`src/design/pbsp_pkg.sv`:
```
`timescale 1ns / 1ps
// Shared types, constants and helper functions for the BAR sizing probe.
// Used by pbsp_decode, pbsp_result_fifo and pci_bar_size_probe; no dependencies.
package pbsp_pkg;

  localparam int FIFO_DEPTH = 4;
  localparam int FIFO_PTR_W = $clog2(FIFO_DEPTH);
  localparam int FIFO_CNT_W = $clog2(FIFO_DEPTH + 1);

  localparam logic [7:0]  BAR_BASE_OFFSET = 8'h10;
  localparam logic [31:0] ALL_ONES        = 32'hFFFF_FFFF;
  localparam logic [31:0] MEM_FLAG_MASK   = 32'hFFFF_FFF0;
  localparam logic [31:0] IO_FLAG_MASK    = 32'hFFFF_FFFC;

  typedef enum logic [2:0] {
    PH_IDLE = 3'd0,
    PH_ORIG = 3'd1,
    PH_MASK = 3'd2,
    PH_OHI  = 3'd3,
    PH_MHI  = 3'd4
  } phase_t;

  typedef enum logic [1:0] {
    RK_READ   = 2'd0,
    RK_WRITE  = 2'd1,
    RK_RECORD = 2'd2
  } result_kind_t;

  typedef enum logic [1:0] {
    CFG_BUS      = 2'd0,
    CFG_DEVICE   = 2'd1,
    CFG_FUNCTION = 2'd2
  } cfg_index_t;

  typedef enum logic {
    KIND_START      = 1'b0,
    KIND_COMPLETION = 1'b1
  } item_kind_t;

  typedef struct packed {
    logic [7:0] bus;
    logic [4:0] device;
    logic [2:0] function_num;
  } target_t;

  typedef struct packed {
    logic [1:0]  result_kind;
    logic [31:0] cfg_address;
    logic [31:0] write_data;
    logic [63:0] bar_base;
    logic [63:0] bar_size;
    logic        is_io;
    logic        is_wide;
    logic        prefetchable;
    logic        bar_valid;
    logic [1:0]  slots_used;
    logic        last;
  } result_t;

  function automatic logic [31:0] make_addr(target_t tgt, logic [7:0] off);
    make_addr = {1'b1, 7'b0, tgt.bus, tgt.device, tgt.function_num, off[7:2], 2'b00};
  endfunction

  function automatic result_t make_req(result_kind_t k, logic [31:0] addr,
                                       logic [31:0] data, logic lst);
    result_t r;
    r             = '0;
    r.result_kind = k;
    r.cfg_address = addr;
    r.write_data  = data;
    r.last        = lst;
    make_req      = r;
  endfunction

endpackage

```
`src/design/pci_bar_size_probe.sv`:
```
`timescale 1ns / 1ps
// BAR sizing probe top level: target registers, an input stage register, the
// sequencer and the result queue. A beat is registered in the stage and its results
// are then registered in the queue. Input beats are taken one per cycle while the
// queue has room; the output gives one result per cycle while res_ready is high.
// Reset clears the phase, captured dwords, queue and target registers to zero.
module pci_bar_size_probe (
  input  logic        clk,
  input  logic        rst,
  input  logic        cfg_valid,
  output logic        cfg_ready,
  input  logic [1:0]  cfg_index,
  input  logic [7:0]  cfg_data,
  input  logic        item_valid,
  output logic        item_ready,
  input  logic        kind,
  input  logic [2:0]  bar_index,
  input  logic [31:0] read_data,
  output logic        res_valid,
  input  logic        res_ready,
  output logic [1:0]  result_kind,
  output logic [31:0] cfg_address,
  output logic [31:0] write_data,
  output logic [63:0] bar_base,
  output logic [63:0] bar_size,
  output logic        is_io,
  output logic        is_wide,
  output logic        prefetchable,
  output logic        bar_valid,
  output logic [1:0]  slots_used,
  output logic        last
);

  pbsp_pkg::target_t target;
  logic              stg_valid;
  logic              stg_kind;
  logic [2:0]        stg_index;
  logic [31:0]       stg_data;
  logic              room;
  logic              advance;
  logic [1:0]        dec_count;
  logic [1:0]        push_count;
  pbsp_pkg::result_t dec_r0;
  pbsp_pkg::result_t dec_r1;
  pbsp_pkg::result_t head;

  assign cfg_ready  = 1'b1;
  assign advance    = stg_valid && room;
  assign item_ready = !stg_valid || room;
  assign push_count = advance ? dec_count : 2'd0;

  always_ff @(posedge clk) begin
    if (rst) begin
      target <= '0;
    end else if (cfg_valid) begin
      unique case (cfg_index)
        pbsp_pkg::CFG_BUS:      target.bus          <= cfg_data;
        pbsp_pkg::CFG_DEVICE:   target.device       <= cfg_data[4:0];
        pbsp_pkg::CFG_FUNCTION: target.function_num <= cfg_data[2:0];
        default: ;
      endcase
    end
  end

  always_ff @(posedge clk) begin
    if (rst) begin
      stg_valid <= 1'b0;
    end else if (item_valid && item_ready) begin
      stg_valid <= 1'b1;
    end else if (advance) begin
      stg_valid <= 1'b0;
    end
  end

  always_ff @(posedge clk) begin
    if (item_valid && item_ready) begin
      stg_kind  <= kind;
      stg_index <= bar_index;
      stg_data  <= read_data;
    end
  end

  pbsp_decode u_decode (
    .clk          (clk),
    .rst          (rst),
    .go           (advance),
    .kind         (stg_kind),
    .bar_index    (stg_index),
    .read_data    (stg_data),
    .target       (target),
    .result_count (dec_count),
    .result0      (dec_r0),
    .result1      (dec_r1)
  );

  pbsp_result_fifo u_fifo (
    .clk        (clk),
    .rst        (rst),
    .push_count (push_count),
    .push0      (dec_r0),
    .push1      (dec_r1),
    .room       (room),
    .head_valid (res_valid),
    .head_pop   (res_ready),
    .head       (head)
  );

  assign result_kind  = head.result_kind;
  assign cfg_address  = head.cfg_address;
  assign write_data   = head.write_data;
  assign bar_base     = head.bar_base;
  assign bar_size     = head.bar_size;
  assign is_io        = head.is_io;
  assign is_wide      = head.is_wide;
  assign prefetchable = head.prefetchable;
  assign bar_valid    = head.bar_valid;
  assign slots_used   = head.slots_used;
  assign last         = head.last;

endmodule

```
`src/design/pbsp_decode.sv`:
```
`timescale 1ns / 1ps
// Probe sequencer: holds the sizing phase and captured dwords and turns one
// staged beat into up to two result records. Depends on pbsp_pkg.
module pbsp_decode (
  input  logic              clk,
  input  logic              rst,
  input  logic              go,
  input  logic              kind,
  input  logic [2:0]        bar_index,
  input  logic [31:0]       read_data,
  input  pbsp_pkg::target_t target,
  output logic [1:0]        result_count,
  output pbsp_pkg::result_t result0,
  output pbsp_pkg::result_t result1
);

  pbsp_pkg::phase_t phase;
  pbsp_pkg::phase_t phase_next;
  logic [7:0]       bar_offset;
  logic [31:0]      orig_low;
  logic [31:0]      mask_low;
  logic [31:0]      orig_high;

  logic [7:0]  start_offset;
  logic [7:0]  hi_off;
  logic [31:0] lo_addr;
  logic [31:0] hi_addr;
  logic [31:0] io_size;
  logic [63:0] mem_size;
  logic [63:0] wide_size;
  logic [63:0] hi_mask_size;
  logic [31:0] mask_mem;
  logic [31:0] orig_mem;

  assign start_offset = {3'b0, bar_index, 2'b00} + pbsp_pkg::BAR_BASE_OFFSET;
  assign hi_off       = bar_offset + 8'd4;
  assign lo_addr      = pbsp_pkg::make_addr(target, bar_offset);
  assign hi_addr      = pbsp_pkg::make_addr(target, hi_off);
  assign io_size      = ~(read_data & pbsp_pkg::IO_FLAG_MASK) + 32'd1;
  assign mask_mem     = read_data & pbsp_pkg::MEM_FLAG_MASK;
  assign orig_mem     = orig_low & pbsp_pkg::MEM_FLAG_MASK;
  assign mem_size     = {32'b0, ~mask_mem} + 64'd1;
  assign hi_mask_size = ~{read_data, mask_low & pbsp_pkg::MEM_FLAG_MASK} + 64'd1;
  assign wide_size    = (read_data != pbsp_pkg::ALL_ONES) ? hi_mask_size
                      : ({32'b0, ~(mask_low & pbsp_pkg::MEM_FLAG_MASK)} + 64'd1);

  always_comb begin
    phase_next = phase;
    if (kind == pbsp_pkg::KIND_START) begin
      if (phase == pbsp_pkg::PH_IDLE) begin
        phase_next = pbsp_pkg::PH_ORIG;
      end
    end else begin
      unique case (phase)
        pbsp_pkg::PH_ORIG: begin
          phase_next = (read_data == 32'd0) ? pbsp_pkg::PH_IDLE : pbsp_pkg::PH_MASK;
        end
        pbsp_pkg::PH_MASK: begin
          phase_next = (orig_low[0] == 1'b0 && orig_low[2:1] == 2'b10)
                     ? pbsp_pkg::PH_OHI : pbsp_pkg::PH_IDLE;
        end
        pbsp_pkg::PH_OHI: phase_next = pbsp_pkg::PH_MHI;
        pbsp_pkg::PH_MHI: phase_next = pbsp_pkg::PH_IDLE;
        default:          phase_next = pbsp_pkg::PH_IDLE;
      endcase
    end
  end

  always_comb begin
    result_count = 2'd0;
    result0      = '0;
    result1      = '0;
    if (kind == pbsp_pkg::KIND_START) begin
      if (phase == pbsp_pkg::PH_IDLE) begin
        result_count = 2'd1;
        result0 = pbsp_pkg::make_req(pbsp_pkg::RK_READ,
                                     pbsp_pkg::make_addr(target, start_offset), 32'd0, 1'b1);
      end
    end else begin
      unique case (phase)
        pbsp_pkg::PH_ORIG: begin
          if (read_data == 32'd0) begin
            result_count       = 2'd1;
            result0.result_kind = pbsp_pkg::RK_RECORD;
            result0.slots_used  = 2'd1;
            result0.last        = 1'b1;
          end else begin
            result_count = 2'd2;
            result0 = pbsp_pkg::make_req(pbsp_pkg::RK_WRITE, lo_addr, pbsp_pkg::ALL_ONES, 1'b0);
            result1 = pbsp_pkg::make_req(pbsp_pkg::RK_READ, lo_addr, 32'd0, 1'b1);
          end
        end
        pbsp_pkg::PH_MASK: begin
          result_count = 2'd2;
          result0 = pbsp_pkg::make_req(pbsp_pkg::RK_WRITE, lo_addr, orig_low, 1'b0);
          if (orig_low[0]) begin
            result1.result_kind = pbsp_pkg::RK_RECORD;
            result1.bar_base    = {32'b0, orig_low & pbsp_pkg::IO_FLAG_MASK};
            result1.bar_size    = {32'b0, io_size};
            result1.is_io       = 1'b1;
            result1.bar_valid   = 1'b1;
            result1.slots_used  = 2'd1;
            result1.last        = 1'b1;
          end else if (orig_low[2:1] == 2'b10) begin
            result1 = pbsp_pkg::make_req(pbsp_pkg::RK_READ, hi_addr, 32'd0, 1'b1);
          end else begin
            result1.result_kind  = pbsp_pkg::RK_RECORD;
            result1.bar_base     = {32'b0, orig_mem};
            result1.bar_size     = mem_size;
            result1.prefetchable = orig_low[3];
            result1.bar_valid    = 1'b1;
            result1.slots_used   = 2'd1;
            result1.last         = 1'b1;
          end
        end
        pbsp_pkg::PH_OHI: begin
          result_count = 2'd2;
          result0 = pbsp_pkg::make_req(pbsp_pkg::RK_WRITE, hi_addr, pbsp_pkg::ALL_ONES, 1'b0);
          result1 = pbsp_pkg::make_req(pbsp_pkg::RK_READ, hi_addr, 32'd0, 1'b1);
        end
        pbsp_pkg::PH_MHI: begin
          result_count = 2'd2;
          result0 = pbsp_pkg::make_req(pbsp_pkg::RK_WRITE, hi_addr, orig_high, 1'b0);
          result1.result_kind  = pbsp_pkg::RK_RECORD;
          result1.bar_base     = {orig_high, orig_mem};
          result1.bar_size     = wide_size;
          result1.is_wide      = 1'b1;
          result1.prefetchable = orig_low[3];
          result1.bar_valid    = 1'b1;
          result1.slots_used   = 2'd2;
          result1.last         = 1'b1;
        end
        default: result_count = 2'd0;
      endcase
    end
  end

  always_ff @(posedge clk) begin
    if (rst) begin
      phase      <= pbsp_pkg::PH_IDLE;
      bar_offset <= 8'd0;
      orig_low   <= 32'd0;
      mask_low   <= 32'd0;
      orig_high  <= 32'd0;
    end else if (go) begin
      phase <= phase_next;
      if (kind == pbsp_pkg::KIND_START) begin
        if (phase == pbsp_pkg::PH_IDLE) begin
          bar_offset <= start_offset;
        end
      end else begin
        unique case (phase)
          pbsp_pkg::PH_ORIG: orig_low  <= read_data;
          pbsp_pkg::PH_MASK: mask_low  <= read_data;
          pbsp_pkg::PH_OHI:  orig_high <= read_data;
          default: ;
        endcase
      end
    end
  end

  a_idle_start_one_result: assert property (@(posedge clk) disable iff (rst)
    (kind == pbsp_pkg::KIND_START && phase == pbsp_pkg::PH_IDLE) |-> (result_count == 2'd1))
    else $error("start from idle must give exactly one read request");

  a_last_on_final: assert property (@(posedge clk) disable iff (rst)
    (result_count == 2'd2) |-> (!result0.last && result1.last))
    else $error("last flag misplaced in a two-result beat");

  a_wide_phase_path: assert property (@(posedge clk) disable iff (rst)
    (go && phase == pbsp_pkg::PH_OHI && kind == pbsp_pkg::KIND_COMPLETION)
      |=> (phase == pbsp_pkg::PH_MHI))
    else $error("high original dword did not advance to high mask phase");

endmodule

```
`src/design/pbsp_result_fifo.sv`:
```
`timescale 1ns / 1ps
// Result queue: takes up to two records per cycle and hands out one per beat.
// Depends on pbsp_pkg.
module pbsp_result_fifo (
  input  logic              clk,
  input  logic              rst,
  input  logic [1:0]        push_count,
  input  pbsp_pkg::result_t push0,
  input  pbsp_pkg::result_t push1,
  output logic              room,
  output logic              head_valid,
  input  logic              head_pop,
  output pbsp_pkg::result_t head
);

  pbsp_pkg::result_t mem [pbsp_pkg::FIFO_DEPTH];
  logic [pbsp_pkg::FIFO_PTR_W-1:0] wr_ptr;
  logic [pbsp_pkg::FIFO_PTR_W-1:0] rd_ptr;
  logic [pbsp_pkg::FIFO_CNT_W-1:0] count;
  logic [pbsp_pkg::FIFO_CNT_W-1:0] count_next;
  logic                            pop;

  assign pop        = head_valid && head_pop;
  assign head_valid = (count != '0);
  assign head       = mem[rd_ptr];
  assign room       = (count <= pbsp_pkg::FIFO_CNT_W'(pbsp_pkg::FIFO_DEPTH - 2));
  assign count_next = count + pbsp_pkg::FIFO_CNT_W'(push_count)
                    - pbsp_pkg::FIFO_CNT_W'(pop);

  always_ff @(posedge clk) begin
    if (push_count != 2'd0) begin
      mem[wr_ptr] <= push0;
    end
    if (push_count == 2'd2) begin
      mem[wr_ptr + pbsp_pkg::FIFO_PTR_W'(1)] <= push1;
    end
  end

  always_ff @(posedge clk) begin
    if (rst) begin
      wr_ptr <= '0;
      rd_ptr <= '0;
      count  <= '0;
    end else begin
      wr_ptr <= wr_ptr + pbsp_pkg::FIFO_PTR_W'(push_count);
      rd_ptr <= rd_ptr + pbsp_pkg::FIFO_PTR_W'(pop);
      count  <= count_next;
    end
  end

  a_count_bound: assert property (@(posedge clk) disable iff (rst)
    count <= pbsp_pkg::FIFO_CNT_W'(pbsp_pkg::FIFO_DEPTH))
    else $error("result queue count above depth");

  a_no_overflow_push: assert property (@(posedge clk) disable iff (rst)
    (push_count != 2'd0) |-> room)
    else $error("records pushed without room");

  a_count_tracks: assert property (@(posedge clk) disable iff (rst)
    ##1 (count == $past(count_next)))
    else $error("queue count did not follow pushes and pops");

endmodule

```
`config.mk`:
```
export PLATFORM = sky130hd
export DESIGN_NAME = pci_bar_size_probe
export DESIGN_NICKNAME = d
export VERILOG_FILES = /design/src/design/pbsp_pkg.sv /design/src/design/pci_bar_size_probe.sv /design/src/design/pbsp_decode.sv /design/src/design/pbsp_result_fifo.sv
export SDC_FILE = /design/constraint.sdc
export NUM_CORES = 1
export LEC_CHECK = 0
export BUFFER_PORTS_ARGS = -buffer_cell sky130_fd_sc_hd__buf_2
export CAP_MARGIN = 20
export CORE_UTILIZATION = 60
export CTS_CLUSTER_DIAMETER = 40
export DETAILED_ROUTE_END_ITERATION = 16
export GPL_TIMING_DRIVEN = 0
export PLACE_DENSITY = 0.78
export RECOVER_POWER = 25
export SLEW_MARGIN = 20
export SYNTH_ARGS = -nofsm -noshare
export SYNTH_HDL_FRONTEND = slang
export SYNTH_HIERARCHICAL = 1
export SYNTH_SLANG_ARGS = --single-unit
```
`constraint.sdc`:
```
create_clock -name clk -period 19.6 [get_ports clk]
set_input_delay 0.98 -clock clk [delete_from_list [all_inputs] [get_ports clk]]
set_output_delay 0.98 -clock clk [all_outputs]
set_load 0.01 [all_outputs]
```
-- Word-level counts from Yosys, hierarchy flattened
Memory sizes are Yosys's and may differ from the RTL's. A register that Yosys moved wholly into a read port is not among the register bits.
Index checks and enable logic that the tools add are counted.
- $add $sub $neg: 11
- $lt $le $gt $ge: 1
- equality and inequality tests: 9
- multiplexer cells: 40
- bitwise operators: 6
- reduce and logical (&&, ||, !) cells: 22
- operator list (kind ; number):
    $pmux W201 S4 ; 1
    $mux W201 ; 2
    $mux W199 ; 2
    $pmux W128 S3 ; 1
    $mux W196 ; 1
    $mux W64 ; 3
    $pmux W64 S3 ; 1
    $mux W129 ; 1
    $mux W96 ; 1
    $not A32 Y32 ; 3
    $add A32 B1 Y33 const B ; 2
    $add A64 B1 Y64 const B ; 1
    $not A64 Y64 ; 1
    $add A32 B1 Y32 const B ; 1
    $logic_not A32 Y1 ; 1
    $ne A32 B32 Y1 const B ; 1
    $pmux W6 S4 ; 1
    $mux W2 ; 10
    $reduce_and A3 Y1 ; 4
    $pmux W3 S3 ; 1
    $add A8 B3 Y8 const B ; 1
    $mux W1 ; 8
    $reduce_and A2 Y1 ; 4
    $add A5 B5 Y6 const B ; 1
    26 further kinds ; 36
- bits in registers: 167
- bits in writable memories: 804
- input bits: 51
- output and inout bits: 204
- word-level logic and storage cells: 105
- memories kept: 1
- memory list (memory ; words ; width ; rd ports ; clocked after Yosys merged registers in ; wr ports ; RTL line ; RTL):
    u_fifo.mem ; 4 ; 201 ; 1 ; 1 ; 2 ; pbsp_result_fifo.sv:16 ; pbsp_pkg::result_t mem [pbsp_pkg::FIFO_DEPTH];

-- Depth between registers and ports, before layout
Gate-level depths: netlist of the first run.
- depth in word-level cells: 8
- mapped depth: 17
- mapped depth without buffers: 15

-- By module
Netlist of the first run, hierarchy kept.
- modules (own cells, without submodules) (module ; times used ; cells an instance ; area an instance (µm²) ; sequential area each (µm²)):
    pbsp_result_fifo ; 1 ; 1989 ; 39053.7 ; 24283.3
    pbsp_decode ; 1 ; 1397 ; 9253.9 ; 1981.9
    pci_bar_size_probe ; 1 ; 109 ; 1841.8 ; 1421.4

-- Worst setup path after synthesis of the first run
Ideal clock, no wire load.
- path kind: register to register
- from: register stg_data[4]
- to: memory u_fifo/mem[0][0] (netlist bit) (enable)
- setup time: 1040 ps
- arrival time: 16195 ps
- data required time: 18560 ps
- setup slack: 2365 ps
- cell stages (with the launch flop): 14
- path buffers: 2
- period minus slack after synthesis: 17235 ps
- cells stage by stage: edfxtp_1 clkbuf_1 inv_1 ha_1 nor2b_1 and3_1 nand4_1 a21oi_1 o21ai_0 and2_1 and3_1 buf_2 o21bai_1 o21ai_0
- RTL lines (element ; RTL line ; RTL):
    from (decl) ; pci_bar_size_probe.sv:38 ; logic [31:0] stg_data;
    from (signal assigned) ; pci_bar_size_probe.sv:79 ; stg_data <= read_data;
    to (decl) ; pbsp_result_fifo.sv:16 ;

==> flow_metrics.env, run 1 <==
export IMPL_holdPathEnd="stg_data[31]$_DFFE_PP_"
export IMPL_fmax_ghz=0.159
export IMPL_gr_total_overflow=0
export IMPL_dr_total_vias=32300
export IMPL_syn_to_final_growth_pct=18.1
export IMPL_violations="max-capacitance violations, max-slew violations"
export IMPL_tightest_slew_ns=2.17
export IMPL_layout_common_cells="edfxtp_1, mux2_2, clkbuf_1"
export IMPL_fin_util=0.719
export IMPL_criticalPathCategory="register to register"
export IMPL_p_leak_nw=20.6
export IMPL_hold_buffers=0
export IMPL_fin_tns_setup_ns=0
export IMPL_fin_crit_ns=6.30
export IMPL_cts_inserted_buffers=139
export IMPL_ys_seq_elements=963
export IMPL_end_kind="register"
export IMPL_min_path_cells=1
export IMPL_path_max_fanout=21
export IMPL_skew_ns=0.0267
export IMPL_seqCellArea_um2=27700
export IMPL_final_hold_viol_count=0
export IMPL_drtPass1Iterations=8
export IMPL_port_buffers=253
export IMPL_r2r_start="stg_data[4]$_DFFE_PP_"
export IMPL_drc=0
export IMPL_layout_cells_most_common="edfxtp_1"
export IMPL_ys_types=77
export IMPL_syn_inst=3495
export IMPL_timing_final_ws_setup_ns=13.30
export IMPL_cts_root_buf="clkbuf_16"
export IMPL_antenna_found_initial=5
export IMPL_start_util=0.609
export IMPL_clkSlewWorstSetupHoldPaths_ns=0.06
export IMPL_synth_area_leaders="edfxtp_1, mux2_2, mux4_2, dfxtp_1, buf_4"
export IMPL_grt_pass1_wl_um=204000
export IMPL_gp_routability_congestion=1.04
export IMPL_cts_tree="yes"
export IMPL_num_fill_cells=5397
export IMPL_multi_input_area_um2=20400
export IMPL_drt_wirelength_per_cell_um=25.9
export IMPL_max_cap_viol_count=3
export IMPL_post_route_period_util=0.321
export IMPL_synth_yosys_seq_area_share=0.552
export IMPL_die_y_um=291
export IMPL_fp_coreArea_um2=82400
export IMPL_crit_arrival_ns=6.73
export IMPL_reg2reg_slack_ns=13.30
export IMPL_reg2reg_depth=19
export IMPL_power_mw=5.95
export IMPL_htree_levels=4
export IMPL_io_pins=255
export IMPL_avgSynthCellArea_um2=14.3
export IMPL_drt_first_iter_violations=3396
export IMPL_grt_pass1_vias=32700
export IMPL_ir_drop_mv=0.0824
export IMPL_finalMaxSlewViolations=54
export IMPL_synth_ff_type="edfxtp_1"
export IMPL_yosysTopAreaCellShare=0.503
export IMPL_finalSetupViolCount=0
export IMPL_dp_slack_ns=13.95
export IMPL_cts_sinks=963
export IMPL_drive_above_1_share=0.376
export IMPL_die_area_um2=84700
export IMPL_clock_latency_ns=0.74
export IMPL_drt_vias_per_instance=6.08
export IMPL_hp_class="input port to register"
export IMPL_grt_setup_unrepaired="false"
export IMPL_layout_nets=4188
export IMPL_r2r_end="u_fifo/mem[2][35]$_DFFE_PP_"
export IMPL_worstPathRequired_ns=20.03
export IMPL_yosysWarnings=6
export IMPL_ys_async_sr_fraction=0
export IMPL_fp_dieW_um=291
export IMPL_netlist_area_um2=50100
export IMPL_drtAntennaViolNets=0
export IMPL_rows=105
export IMPL_dp_hpwl_um=94100
export IMPL_cts_max_path_buffers=3
export IMPL_wl_um=138000
export IMPL_min_from="read_data[31]"
export IMPL_gr_usage_all_layers=0.325
export IMPL_yosysTopAreaCell="edfxtp_1"
export IMPL_p_per_area_nw_per_um2=100
export IMPL_post_cts_buffers=0
export IMPL_grt_start_max_net_pins=24
export IMPL_cp_start_kind="register"
export IMPL_synth_edf_count=840
export IMPL_slew_headroom=-0.453
export IMPL_cts_resized=0
export IMPL_outcome="finished with violations"
power breakdown:
group | switching, mW | total, mW | leakage, nW | internal (mW)
Sequential | 0.0239 | 2.33 | 8.68 | 2.31
Clock | 0.954 | 2.62 | 2.39 | 1.67
Combinational | 0.550 | 0.990 | 9.51 | 0.439
Total | 1.53 | 5.95 | 20.6 | 4.42
how the worst max path moves through the flow:
stage | startpoint | end | slack, ns | cells after the start
after global placement | stg_data[4]$_DFFE_PP_ | u_fifo/mem[0][34]$_DFFE_PP_ | -10.39 | 10
after CTS | stg_data[4]$_DFFE_PP_ | u_fifo/mem[0][113]$_DFFE_PP_ | 13.92 | 19
after detailed placement | stg_data[4]$_DFFE_PP_ | u_fifo/mem[0][113]$_DFFE_PP_ | 13.95 | 19
final | stg_data[4]$_DFFE_PP_ | u_fifo/mem[2][35]$_DFFE_PP_ | 13.30 | 19
after global routing | stg_data[4]$_DFFE_PP_ | u_fifo/mem[2][35]$_DFFE_PP_ | 13.12 | 19
after floorplan | stg_data[4]$_DFFE_PP_ | u_fifo/mem[0][0]$_DFFE_PP_ | 2.36 | 13
kinds of logic after synthesis:
family	Yosys count	share of synthesized area
other cells	2	0.000150
xor+xnor	64	0.0119
simple gates	668	0.0670
compound gates	298	0.0343
fa+ha+maj	10	0.00264
mux	1028	0.275
buf+inv	462	0.0566
flops	963	0.552
worst max-delay path: stages, from the launching register on:
cell,delay (ns)
edfxtp_1,0.35
clkbuf_1,0.51
inv_1,0.10
ha_1,0.34
nor2b_1,0.30
and3_1,0.28
nand4_1,0.23
a21oi_1,0.15
o21ai_0,0.24
and2_0,0.15
and3_1,0.15
clkbuf_1,0.29
nor4bb_1,0.32
clkbuf_1,0.33
clkbuf_1,0.94
buf_6,0.29
o21bai_4,0.34
buf_16,0.25
buf_16,0.17
buf_12,0.19
area by class of cell:
cell class	instances	area share
well taps	1070	0.0226
inverters	17	0.00108
clock inverters	97	0.0221
flip-flops and latches	963	0.468
diodes	1	0.0000423
clock buffers	161	0.0610
repair buffers	302	0.0361
plain buffers	445	0.0456
multi-input cells	2259	0.344
stage by stage:
step | hold WS, ns | cell area (µm²) | cells
after global placement | 0.453 | 53500 | 5007
after global routing | 0.403 | 59200 | 5314
after CTS | 0.382 | 59600 | 5314
final | 0.418 | 59200 | 5315
after floorplan | 0.441 | 50900 | 3684
after detailed placement | 0.456 | 54700 | 5056
state kept, by name (all words and copies together) (netlist names):
register	flops
stg_kind	1
u_fifo/count	3
u_decode/phase	3
stg_valid	1
u_decode/orig_high	32
u_decode/bar_offset	4
target	16
u_fifo/mem	804
u_fifo/wr_ptr	2
stg_index	3
stg_data	32
u_fifo/rd_ptr	2
u_decode/orig_low	32
u_decode/mask_low	28
cell usage after synthesis (22+ instances only):
cell type,n
nand2b_1,37
mux4_2,201
o22ai_1,22
and2_1,103
clkbuf_1,116
dfxtp_1,123
buf_4,232
a21oi_1,131
nor2_1,96
mux2_1,40
xnor2_1,29
xor2_1,32
buf_2,65
mux2_2,766
nand3_1,30
o21ai_0,54
nand2_1,268
edfxtp_1,840
a31oi_1,42
per-layer routing:
metal,wire length [µm],part of all wire,global-route usage,up-vias
li1,-,-,-,14300
met1,51600,0.38,0.413,16100
met2,67500,0.49,0.536,1536
met3,11800,0.086,0.0686,382
met4,6630,0.048,0.149,6
met5,30,0.00022,0,-
(Power assumes the default switching activity.)
==> inputs of run 2 (changes only) <==
--- a/config.mk
+++ b/config.mk
@@ -7,11 +7,11 @@
 export LEC_CHECK = 0
 export BUFFER_PORTS_ARGS = -buffer_cell sky130_fd_sc_hd__buf_2
 export CAP_MARGIN = 20
-export CORE_UTILIZATION = 60
+export CORE_UTILIZATION = 56
 export CTS_CLUSTER_DIAMETER = 40
 export DETAILED_ROUTE_END_ITERATION = 16
 export GPL_TIMING_DRIVEN = 0
-export PLACE_DENSITY = 0.78
+export PLACE_DENSITY = 0.77
 export RECOVER_POWER = 25
 export SLEW_MARGIN = 20
 export SYNTH_ARGS = -nofsm -noshare
==> constraint.sdc (replaced) <==
create_clock -name clk -period 5.4 [get_ports clk]
set_input_delay 0.27 -clock clk [delete_from_list [all_inputs] [get_ports clk]]
set_output_delay 0.27 -clock clk [all_outputs]
set_load 0.01 [all_outputs]
==> flow_metrics.env, run 2 (synthesis results as in run 1) <==
export IMPL_outcome="finished with violations"
export IMPL_crit_top_cell="buf_16"
export IMPL_clock_latency_ns=0.74
export IMPL_crit_family="buffers and inverters"
export IMPL_end_kind="register"
export IMPL_endpoint="u_fifo/mem[2][59]$_DFFE_PP_"
export IMPL_drc=23
export IMPL_met1_usage=0.397
export IMPL_critPathSlowestCell="clkbuf_1"
export IMPL_slew_headroom=-0.167
export IMPL_drive_above_1_share=0.374
export IMPL_die_area_um2=90800
export IMPL_drt_vias_per_instance=5.93
export IMPL_antenna_found_initial=3
export IMPL_regMostFlops="u_fifo/mem"
export IMPL_largest_reg_flops=804
export IMPL_tightest_slew_ns=1.75
export IMPL_r2r_start="stg_data[26]$_DFFE_PP_"
export IMPL_antennaDiodeCount=0
export IMPL_gr_usage_met2=0.492
export IMPL_fin_crit_ns=5.22
export IMPL_cp_start_kind="register"
export IMPL_dp_hpwl_um=93400
export IMPL_use_met3=0.0490
export IMPL_rows=109
export IMPL_layout_common_cells="edfxtp_1, mux2_2, clkbuf_1"
export IMPL_gr_usage_all_layers=0.299
export IMPL_layout_nets=4234
export IMPL_final_area_um2=59600
export IMPL_grt_start_max_net_pins=30
export IMPL_seqCellArea_um2=27700
export IMPL_finalMaxSlewViolations=30
export IMPL_reg2reg_depth=20
export IMPL_fmax_ghz=0.191
export IMPL_multi_input_area_um2=20400
export IMPL_ir_drop_mv=0.330
export IMPL_worstPathRequired_ns=5.82
export IMPL_start_util=0.567
export IMPL_p_per_area_nw_per_um2=351
export IMPL_syn_to_final_growth_pct=18.9
export IMPL_drt_first_iter_violations=3249
export IMPL_cts_sinks=963
export IMPL_port_buffers=253
export IMPL_fp_coreArea_um2=88500
export IMPL_dpl_cell_area_um2=54900
export IMPL_num_fill_cells=6214
export IMPL_cts_inserted_buffers=136
export IMPL_grt_setup_unrepaired="false"
export IMPL_grt_pass1_wl_um=201000
export IMPL_cts_max_path_buffers=3
export IMPL_fin_util=0.674
export IMPL_crit_chain="clkbuf_1 > nor4_1 > and2_1 > nand4_1 > a21oi_2 > o21ai_1 > and2_0 > and3_1 > buf_6 > nor4bb_1 > buf_2 > buf_6 > buf_6 > o21bai_4 > buf_12 > buf_16 > buf_16 > buf_16 > buf_16 > buf_16"
export IMPL_path_max_fanout=18
export IMPL_skew_ns=0.0307
export IMPL_post_route_period_util=0.967
export IMPL_busiest_layer="met2"
export IMPL_gp_routability_congestion=0.998
export IMPL_path_depth=20
export IMPL_layout_cells_most_common="edfxtp_1"
export IMPL_io_pins=255
export IMPL_finalSetupViolCount=0
export IMPL_reg2reg_slack_ns=0.18
export IMPL_drtPass1Iterations=12
export IMPL_r2r_end="u_fifo/mem[2][59]$_DFFE_PP_"
export IMPL_die_y_um=301
export IMPL_cts_tree="yes"
export IMPL_grt_pass1_vias=32800
export IMPL_dr_total_vias=32300
export IMPL_htree_levels=4
export IMPL_hp_class="input port to register"
export IMPL_p_leak_nw=20.7
export IMPL_fin_tns_setup_ns=0
export IMPL_criticalPathCategory="register to register"
export IMPL_fp_dieW_um=301
export IMPL_power_mw=20.9
export IMPL_wl_um=135000
export IMPL_gr_total_overflow=0
export IMPL_drt_wirelength_per_cell_um=24.9
export IMPL_slowest_delay_ns=0.69
export IMPL_crit_buf_inv=11
export IMPL_drtAntennaViolNets=0
export IMPL_clkSlewWorstSetupHoldPaths_ns=0.05
export IMPL_startpoint="stg_data[26]$_DFFE_PP_"
export IMPL_cts_root_buf="clkbuf_16"
export IMPL_final_hold_viol_count=0
export IMPL_crit_arrival_ns=5.64
export IMPL_max_cap_viol_count=1
export IMPL_violations="design-rule violations, max-capacitance violations, max-slew violations"
==> run 2: worst min-delay path by stage <==
stage,start,cells after the start,endpoint
after global routing,read_data[3],2,stg_data[3]$_DFFE_PP_
final,read_data[3],2,stg_data[3]$_DFFE_PP_
after floorplan,rst,1,u_fifo/count[0]$_SDFF_PP0_
after detailed placement,kind,1,stg_kind$_DFFE_PP_
after CTS,read_data[3],2,stg_data[3]$_DFFE_PP_
after global placement,bar_index[0],1,stg_index[0]$_DFFE_PP_
==> run 2: routing by layer <==
metal  wire length, µm  vias to the layer above
li1                  -                    14400
met1             53400                    16200
met2             66400                     1473
met3             10400                      309
met4              5190                        0
met5                 0                        -
==> run 2: layout make-up <==
cell class              instances  area share
plain buffers                 441      0.0462
repair buffers                355      0.0454
well taps                    1165      0.0245
clock buffers                 154      0.0596
multi-input cells            2259       0.342
clock inverters                95      0.0166
flip-flops and latches        963       0.464
inverters                      17     0.00107
==> run 2: through the flow <==
stage,std cells,setup slack [ns],hold WS [ns]
after floorplan,3684,-0.215,0.342
after global placement,5102,-3.68,0.450
after detailed placement,5150,0.253,0.451
after CTS,5453,0.199,0.228
after global routing,5449,0.0102,0.258
final,5449,0.176,0.270
==> run 2: power breakdown <==
part | total [mW] | internal (mW) | leakage, nW | switching, mW
registers | 8.48 | 8.38 | 8.68 | 0.100
clock network | 8.82 | 5.42 | 2.19 | 3.41
logic | 3.61 | 1.63 | 9.79 | 1.98
==> run 2: repair_timing <==
action	in CTS	in global routing
hold buffers	54	0
hold endpoints to repair	60	0
setup buffers	0	0
setup endpoints to repair	0	86
gates resized for setup	0	2
